==> src/rtl/fpba_pkg.sv <==
package fpba_pkg;

  localparam int NUM_BLOCKS   = 16;
  localparam int SIZE_WIDTH   = 16;
  localparam int BLK_IDX_W    = (NUM_BLOCKS > 1) ? $clog2(NUM_BLOCKS) : 1;
  localparam int LIMIT_W      = $clog2(NUM_BLOCKS + 1);
  localparam int QUEUE_DEPTH  = 2;
  localparam int QPTR_W       = (QUEUE_DEPTH > 1) ? $clog2(QUEUE_DEPTH) : 1;
  localparam int QCNT_W       = $clog2(QUEUE_DEPTH + 1);

  localparam int MODE_FIELD_W   = 1;
  localparam int BLOCK_FIELD_W  = 4;
  localparam int SIZE_FIELD_W   = 16;
  localparam int POLICY_W       = 2;
  localparam int COUNT_W        = 5;
  localparam int CFG_INDEX_W    = 1;
  localparam int CFG_DATA_W     = 5;

  localparam logic [MODE_FIELD_W-1:0] MODE_LOAD    = 1'b0;
  localparam logic [MODE_FIELD_W-1:0] MODE_REQUEST = 1'b1;

  localparam logic [POLICY_W-1:0] POLICY_FIRST = 2'd0;
  localparam logic [POLICY_W-1:0] POLICY_BEST  = 2'd1;
  localparam logic [POLICY_W-1:0] POLICY_WORST = 2'd2;

  localparam logic [CFG_INDEX_W-1:0] CFG_FIT_POLICY  = 1'b0;
  localparam logic [CFG_INDEX_W-1:0] CFG_BLOCK_COUNT = 1'b1;

  localparam logic [POLICY_W-1:0] FIT_POLICY_RESET  = POLICY_FIRST;
  localparam logic [COUNT_W-1:0]  BLOCK_COUNT_RESET = 5'd16;

  typedef struct packed {
    logic [MODE_FIELD_W-1:0]  mode;
    logic [BLOCK_FIELD_W-1:0] block_index;
    logic [SIZE_FIELD_W-1:0]  size_value;
  } in_item_t;

  typedef struct packed {
    logic                     granted;
    logic [BLOCK_FIELD_W-1:0] granted_block;
    logic [SIZE_FIELD_W-1:0]  remaining_size;
  } out_item_t;

  typedef enum logic [1:0] {
    CMD_NONE    = 2'd0,
    CMD_LOAD    = 2'd1,
    CMD_REQUEST = 2'd2
  } cmd_op_t;

  typedef struct packed {
    cmd_op_t                op;
    logic [BLK_IDX_W-1:0]   idx;
    logic [SIZE_WIDTH-1:0]  size;
  } cmd_t;

endpackage

==> src/rtl/fit_policy_block_allocator.sv <==
// A request scans N table entries, N the number of blocks scanned (block_count
// capped at NUM_BLOCKS, fewer when first fit stops early).
// The table scan examines one entry per cycle; the back end takes no new command
// until a request has passed ST_FINISH. A two-entry queue decouples front and back.
// Reset: synchronous, clears every block size to zero, fit_policy to first fit
// and block_count to 16; no clearing pass follows.
module fit_policy_block_allocator (
  input  logic                                clk,
  input  logic                                rst,
  input  logic                                in_valid,
  output logic                                in_ready,
  input  fpba_pkg::in_item_t                  in_data,
  output logic                                out_valid,
  input  logic                                out_ready,
  output fpba_pkg::out_item_t                 out_data,
  input  logic                                cfg_we,
  input  logic [fpba_pkg::CFG_INDEX_W-1:0]    cfg_index,
  input  logic [fpba_pkg::CFG_DATA_W-1:0]     cfg_data
);

  logic [fpba_pkg::POLICY_W-1:0] fit_policy;
  logic [fpba_pkg::COUNT_W-1:0]  block_count;
  logic                          push_valid;
  logic                          push_ready;
  fpba_pkg::cmd_t                push_cmd;
  logic                          q_valid;
  logic                          q_pop;
  fpba_pkg::cmd_t                q_cmd;

  always_ff @(posedge clk) begin
    if (rst) begin
      fit_policy  <= fpba_pkg::FIT_POLICY_RESET;
      block_count <= fpba_pkg::BLOCK_COUNT_RESET;
    end else if (cfg_we) begin
      case (cfg_index)
        fpba_pkg::CFG_FIT_POLICY: begin
          fit_policy <= cfg_data[fpba_pkg::POLICY_W-1:0];
        end
        fpba_pkg::CFG_BLOCK_COUNT: begin
          block_count <= cfg_data[fpba_pkg::COUNT_W-1:0];
        end
        default: begin
        end
      endcase
    end
  end

  fpba_front u_front (
    .clk        (clk),
    .rst        (rst),
    .in_valid   (in_valid),
    .in_ready   (in_ready),
    .in_data    (in_data),
    .push_valid (push_valid),
    .push_ready (push_ready),
    .push_cmd   (push_cmd)
  );

  fpba_queue u_queue (
    .clk        (clk),
    .rst        (rst),
    .push_valid (push_valid),
    .push_ready (push_ready),
    .push_cmd   (push_cmd),
    .pop_valid  (q_valid),
    .pop        (q_pop),
    .pop_cmd    (q_cmd)
  );

  fpba_back u_back (
    .clk         (clk),
    .rst         (rst),
    .q_valid     (q_valid),
    .q_pop       (q_pop),
    .q_cmd       (q_cmd),
    .fit_policy  (fit_policy),
    .block_count (block_count),
    .out_valid   (out_valid),
    .out_ready   (out_ready),
    .out_data    (out_data)
  );

endmodule

==> src/rtl/fpba_front.sv <==
module fpba_front (
  input  logic               clk,
  input  logic               rst,
  input  logic               in_valid,
  output logic               in_ready,
  input  fpba_pkg::in_item_t in_data,
  output logic               push_valid,
  input  logic               push_ready,
  output fpba_pkg::cmd_t     push_cmd
);

  logic           hold_valid;
  fpba_pkg::cmd_t hold_cmd;
  fpba_pkg::cmd_t cls_cmd;
  logic           accept;
  logic           push;

  always_comb begin
    cls_cmd.idx  = fpba_pkg::BLK_IDX_W'(in_data.block_index);
    cls_cmd.size = fpba_pkg::SIZE_WIDTH'(in_data.size_value);
    if (in_data.mode == fpba_pkg::MODE_REQUEST) begin
      cls_cmd.op = fpba_pkg::CMD_REQUEST;
    end else if (32'(in_data.block_index) < fpba_pkg::NUM_BLOCKS) begin
      cls_cmd.op = fpba_pkg::CMD_LOAD;
    end else begin
      cls_cmd.op = fpba_pkg::CMD_NONE;
    end
  end

  assign push       = hold_valid && push_ready;
  assign in_ready   = !hold_valid || push_ready;
  assign accept     = in_valid && in_ready;
  assign push_valid = hold_valid;
  assign push_cmd   = hold_cmd;

  always_ff @(posedge clk) begin
    if (rst) begin
      hold_valid <= 1'b0;
    end else if (accept && cls_cmd.op != fpba_pkg::CMD_NONE) begin
      hold_valid <= 1'b1;
    end else if (push) begin
      hold_valid <= 1'b0;
    end
  end

  always_ff @(posedge clk) begin
    if (accept) begin
      hold_cmd <= cls_cmd;
    end
  end

endmodule

==> src/rtl/fpba_queue.sv <==
module fpba_queue (
  input  logic           clk,
  input  logic           rst,
  input  logic           push_valid,
  output logic           push_ready,
  input  fpba_pkg::cmd_t push_cmd,
  output logic           pop_valid,
  input  logic           pop,
  output fpba_pkg::cmd_t pop_cmd
);

  fpba_pkg::cmd_t                entries [fpba_pkg::QUEUE_DEPTH];
  logic [fpba_pkg::QPTR_W-1:0]  wr_ptr;
  logic [fpba_pkg::QPTR_W-1:0]  rd_ptr;
  logic [fpba_pkg::QCNT_W-1:0]  count;
  logic                         do_push;
  logic                         do_pop;

  assign push_ready = (32'(count) < fpba_pkg::QUEUE_DEPTH);
  assign pop_valid  = (count != '0);
  assign pop_cmd    = entries[rd_ptr];
  assign do_push    = push_valid && push_ready;
  assign do_pop     = pop && pop_valid;

  function automatic logic [fpba_pkg::QPTR_W-1:0] wrap_inc(
    input logic [fpba_pkg::QPTR_W-1:0] p
  );
    if (32'(p) == fpba_pkg::QUEUE_DEPTH - 1) begin
      return '0;
    end
    return p + 1'b1;
  endfunction

  always_ff @(posedge clk) begin
    if (rst) begin
      wr_ptr <= '0;
      rd_ptr <= '0;
      count  <= '0;
    end else begin
      if (do_push) begin
        wr_ptr <= wrap_inc(wr_ptr);
      end
      if (do_pop) begin
        rd_ptr <= wrap_inc(rd_ptr);
      end
      if (do_push && !do_pop) begin
        count <= count + 1'b1;
      end else if (do_pop && !do_push) begin
        count <= count - 1'b1;
      end
    end
  end

  always_ff @(posedge clk) begin
    if (do_push) begin
      entries[wr_ptr] <= push_cmd;
    end
  end

endmodule

==> src/rtl/fpba_back.sv <==
module fpba_back (
  input  logic                               clk,
  input  logic                               rst,
  input  logic                               q_valid,
  output logic                               q_pop,
  input  fpba_pkg::cmd_t                     q_cmd,
  input  logic [fpba_pkg::POLICY_W-1:0]      fit_policy,
  input  logic [fpba_pkg::COUNT_W-1:0]       block_count,
  output logic                               out_valid,
  input  logic                               out_ready,
  output fpba_pkg::out_item_t                out_data
);

  typedef enum logic [2:0] {
    ST_IDLE   = 3'b001,
    ST_SCAN   = 3'b010,
    ST_FINISH = 3'b100
  } state_t;

  state_t                             state;
  logic [fpba_pkg::SIZE_WIDTH-1:0]    block_remaining [fpba_pkg::NUM_BLOCKS];
  logic                               found;
  logic [fpba_pkg::BLK_IDX_W-1:0]     chosen;
  logic [fpba_pkg::SIZE_WIDTH-1:0]    best;
  logic [fpba_pkg::SIZE_WIDTH-1:0]    req_size;
  logic [fpba_pkg::BLK_IDX_W-1:0]     scan_idx;
  logic [fpba_pkg::BLK_IDX_W-1:0]     last_idx;

  logic [fpba_pkg::LIMIT_W-1:0]       limit;
  logic [fpba_pkg::LIMIT_W-1:0]       limit_m1;
  logic [fpba_pkg::SIZE_WIDTH-1:0]    scan_size;
  logic [fpba_pkg::SIZE_WIDTH-1:0]    remain;
  logic                               qual;
  logic                               is_best;
  logic                               is_worst;
  logic                               take;
  logic                               stop_first;
  logic                               out_free;

  assign limit      = (32'(block_count) > fpba_pkg::NUM_BLOCKS) ?
                      fpba_pkg::LIMIT_W'(fpba_pkg::NUM_BLOCKS) :
                      fpba_pkg::LIMIT_W'(block_count);
  assign limit_m1   = limit - 1'b1;
  assign scan_size  = block_remaining[scan_idx];
  assign qual       = (scan_size >= req_size);
  assign is_best    = (fit_policy == fpba_pkg::POLICY_BEST);
  assign is_worst   = (fit_policy == fpba_pkg::POLICY_WORST);
  assign take       = qual && (!found || (is_best && scan_size < best) ||
                               (is_worst && scan_size > best));
  assign stop_first = qual && !found && !is_best && !is_worst;
  assign remain     = best - req_size;
  assign out_free   = !out_valid || out_ready;
  assign q_pop      = (state == ST_IDLE) && q_valid;

  always_ff @(posedge clk) begin
    if (rst) begin
      out_valid <= 1'b0;
    end else if (state == ST_FINISH && out_free) begin
      out_valid <= 1'b1;
    end else if (out_ready) begin
      out_valid <= 1'b0;
    end
  end

  always_ff @(posedge clk) begin
    if (rst) begin
      state     <= ST_IDLE;
      found     <= 1'b0;
      for (int i = 0; i < fpba_pkg::NUM_BLOCKS; i++) begin
        block_remaining[i] <= '0;
      end
    end else begin
      case (state)
        ST_IDLE: begin
          if (q_valid) begin
            case (q_cmd.op)
              fpba_pkg::CMD_LOAD: begin
                block_remaining[q_cmd.idx] <= q_cmd.size;
              end
              fpba_pkg::CMD_REQUEST: begin
                found <= 1'b0;
                state <= (limit == '0) ? ST_FINISH : ST_SCAN;
              end
              default: begin
              end
            endcase
          end
        end
        ST_SCAN: begin
          if (take) begin
            found <= 1'b1;
          end
          if (stop_first || scan_idx == last_idx) begin
            state <= ST_FINISH;
          end
        end
        ST_FINISH: begin
          if (out_free) begin
            found     <= 1'b0;
            state     <= ST_IDLE;
            if (found) begin
              block_remaining[chosen] <= remain;
            end
          end
        end
        default: begin
          state <= ST_IDLE;
        end
      endcase
    end
  end

  always_ff @(posedge clk) begin
    case (state)
      ST_IDLE: begin
        req_size <= q_cmd.size;
        last_idx <= limit_m1[fpba_pkg::BLK_IDX_W-1:0];
        scan_idx <= '0;
      end
      ST_SCAN: begin
        if (take) begin
          chosen <= scan_idx;
          best   <= scan_size;
        end
        scan_idx <= scan_idx + 1'b1;
      end
      ST_FINISH: begin
        if (out_free) begin
          if (found) begin
            out_data.granted        <= 1'b1;
            out_data.granted_block  <= fpba_pkg::BLOCK_FIELD_W'(chosen);
            out_data.remaining_size <= fpba_pkg::SIZE_FIELD_W'(remain);
          end else begin
            out_data <= '0;
          end
        end
      end
      default: begin
      end
    endcase
  end

endmodule

==> config.mk <==
export PLATFORM = sky130hd
export DESIGN_NAME = fit_policy_block_allocator
export DESIGN_NICKNAME = d
export VERILOG_FILES = /design/src/rtl/fpba_pkg.sv /design/src/rtl/fit_policy_block_allocator.sv /design/src/rtl/fpba_front.sv /design/src/rtl/fpba_queue.sv /design/src/rtl/fpba_back.sv
export SDC_FILE = /design/constraint.sdc
export NUM_CORES = 1
export LEC_CHECK = 0
export ABC_AREA = 0
export BUFFER_PORTS_ARGS = -buffer_cell sky130_fd_sc_hd__buf_2
export CAP_MARGIN = 30
export CORE_AREA = 2 2 184 186
export CTS_CLUSTER_DIAMETER = 120
export CTS_CLUSTER_SIZE = 14
export DETAILED_ROUTE_END_ITERATION = 16
export DIE_AREA = 0 0 186 188
export PLACE_DENSITY = 0.75
export SLEW_MARGIN = 20
export SYNTH_ARGS = -nofsm -noshare
export SYNTH_HDL_FRONTEND = slang
export SYNTH_HIERARCHICAL = 1
export SYNTH_SLANG_ARGS = --single-unit
==> constraint.sdc <==
create_clock -name clk -period 5.8 [get_ports clk]
set_clock_uncertainty 0.1 [all_clocks]
set_input_delay 1.16 -clock clk [delete_from_list [all_inputs] [get_ports clk]]
set_output_delay 1.16 -clock clk [all_outputs]
set_load 0.1 [all_outputs]
==> flow_summary_export.csv <==
group,metric,value,unit
sta,final-setup-viol-count,0,
synth,synth-main-ff-cell,"edfxtp_1",
clock_network,cts_inserted_buffers,35,
place,gp_congestion,0.8889,
synth,ys_async_sr_fraction,0,
power_and_ir_drop,power.leakage,7.249,nW
route,remaining_drc_errors,0,
clock_network,clk_pin_slew_worst_paths,0.07,ns
critical_path,arrival,4.87,ns
synth,synth_common_cells,"edfxtp_1, nor2_1, mux4_2",
global_route,antenna_found_initial,0,
route,dr.pass1.iters,5,
sta,fin_setup_tns,0,ns
sta,fmax,210.3,MHz
critical_path,critical_path_class,"flip-flop to flip-flop",
power_and_ir_drop,powerDensity,382.1,mW/mm^2
clock_network,cts_root_buf,"clkbuf_16",
outcome,outcome,"completed",
synth,synth_top_cell_by_area,"edfxtp_1",
layout,num-fill-cells,2467,
layout,utilization,0.6069,
critical_path,crit_path_cell_trace,"buf_12 > mux4_2 > mux4_2 > ha_1 > nand3_1 > or2_2 > a31oi_1 > a211oi_1 > mux2i_1 > a211oi_2 > buf_4",
global_route,grt_use_total,0.2444,
global_route,grt_start_max_net_pins,42,
sta,layout_setup_ws,1.045,ns
synth,yosysMostFrequentCell,"edfxtp_1",
route,viasPerCell,5.990,
critical_path,cp_common_cell,"mux4_2",
synth,synth_top_area_frac,0.6357,
job,drv_cap,0,
critical_path,cp_slowest_cell,"dfxtp_4",
synth,synth_top_cells_by_area,"edfxtp_1, mux4_2, nor2_1",
route,final_antenna_net_count,0,
route,vias,10610,
layout,num_antenna_cells,0,
synth,yosysSeqAreaShare,0.6598,
clock_network,hold_buffers,0,
sta,final_max_slew_viol_count,0,
sta,relSlewSlack,0.3543,
synth,syn_nets,1334,
synth,synth_seq_cells,409,
sta,min_period,4.755,ns
critical_path,crit_fanout,30,
layout,num-nets-final,1400,
global_route,grt.overflow.total,0,
hold_path,hold_path_class,"flip-flop to flip-flop",
clock_network,cts_setup_buffers,0,
place,dp_worst_setup_slack,1.007,ns
route,routed_wl,41260,um
global_route,grt_pass1_wl,63510,um
die,chipWidth,186,um
critical_path,slowest_delay,0.71,ns
route,drtIter0Drc,1206,
critical_path,start_kind,"flip-flop",
place,dp_hpwl,27980,um
synth,ys_warn_count,6,
synth,syn_area_per_cell,14.61,sq um
critical_path,required,5.92,ns
clock_network,post_cts_resized,0,
sta,hold_viol,0,
die,rows,67,
synth,synth_cells,1251,
die,core_area,0.03311,sq mm
clock_network,cts.path.max_buffers,3,
clock_network,cts.sinks,409,
die,start_util,0.5521,
sta,post-route-period-util,0.8198,
die,die-height,188,um
layout,syn2layout_area_growth,9.931,%
layout,drive_gt1_frac,0.2041,
clock_network,clock_latency,0.52,ns
sta,worst_slew_pin_slew,0.9673,ns
synth,ys_types,65,
clock_network,cts_tree,"done",
place,port_buffers,54,
clock_network,h-tree-depth,2,
synth,synth-edff-count,387,
global_route,grt_pass1_vias,10830,
synth,synth.cell_area,0.01828,sq mm
power_and_ir_drop,vdd_drop_max,0.2213,mV
critical_path,end_kind,"flip-flop",
route,wire_per_inst,23.30,um
die,die_area,0.03497,sq mm
die,ios,55,
sta,rsz0062_at_grt,"no",
-- cell type report --
class                   instances  area, sq um  share of cell area
flip-flops and latches        409        12070              0.6004
multi-input cells             738         5774              0.2873
clock buffers                  41        898.4             0.04470
repair buffers                 93        621.8             0.03094
well taps                     448        560.5             0.02789
inverters                      40        150.1            0.007471
clock inverters                 2        25.02            0.001245
-- worst paths after layout --
path                                  startpoint                               end  slack (ns)  cells after the start
setup reg to reg                       flip-flop         u_back/best[11]$_DFFE_PP_        1.04                     11
hold reg to reg   u_front/push_cmd[14]$_DFFE_PP_  u_queue/entries[0][14]$_DFFE_PP_        0.34                      0
setup / recovery                       flip-flop         u_back/best[11]$_DFFE_PP_        1.04                     11
hold / removal    u_front/push_cmd[14]$_DFFE_PP_  u_queue/entries[0][14]$_DFFE_PP_        0.34                      0
-- worst max-delay path, delay by kind of cell (launching register included) --
kind / cells / cell delay [ns]
muxes: 3 / 1.31
AOI/OAI and AO/OA: 3 / 0.88
DFF: 1 / 0.71
buffers and inverters: 2 / 0.67
and+or+nand+nor: 2 / 0.43
adders and majority gates: 1 / 0.32
-- state kept, by name (all words and copies together), names as in the netlist, 5 cells and up, named ones only --
name / flops
u_back/block_remaining: 256
u_back/req_size: 16
u_queue/entries: 44
block_count: 5
u_back/out_data: 21
u_back/best: 16
u_front/push_cmd: 22
-- logic make-up after synthesis --
kind of cell,after synthesis,synth area share
AO/OA/AOI/OAI,101,0.03621
XOR/XNOR,24,0.01150
adder cells (fa/ha/maj),51,0.03532
buffers and inverters,104,0.02525
flip-flops,409,0.6598
multiplexers,119,0.1222
AND/OR/NAND/NOR,443,0.1098
-- stage by stage --
stage          cell area, sq um  power, W  instances  hold slack (ns)
3_5_place_dp              19110  0.005645       1723           0.3358
3_3_place_gp              19090  0.005587       1722           0.3315
2_1_floorplan             18280  0.005042       1251           0.3215
4_1_cts                   20030  0.007701       1766           0.3446
6_report                  20100  0.007679       1771           0.3405
5_1_grt                   20100  0.007993       1771           0.3506
-- metal layers --
| layer | global-route usage | vias up | routed length [um] |
|---|---|---|---|
| met3 | 0.03088 | 87 | 2879 |
| met5 | 0 | - | 0 |
| met2 | 0.4165 | 457 | 21140 |
| met4 | 0.07480 | 0 | 1255 |
| met1 | 0.3300 | 5337 | 15980 |
| li1 | - | 4728 | - |
-- power breakdown --
group          total [W]  internal [W]  switching [W]
Combinational    0.00195      0.000775        0.00117
Clock            0.00207       0.00109       0.000975
Sequential       0.00367       0.00351       0.000153
-- layout by cell type (no fill, tap or decap), drive strengths merged, types with 3 or more instances in the layout --
cell type  Yosys  layout
nand4          8       8
edfxtp       387     387
inv           40      41
a21oi         33      33
ha            50      50
a21bo          3       3
and2          20      20
nor3b          4       4
nand2         40      40
o31a           3       3
mux4          80      80
xor2           8       8
or2            3       3
mux2          23      23
a21o           8       8
nor2         291     291
a211oi         9       9
o21ai         23      23
buf           44      93
nand2b        37      37
nand3b         7       7
o21a           5       5
nand3          9       9
nor2b          6       6
mux2i         16      16
xnor2         16      16
nor3           8       8
clkbuf        20      41
dfxtp         22      22
Power figures use the tool's default switching activity.
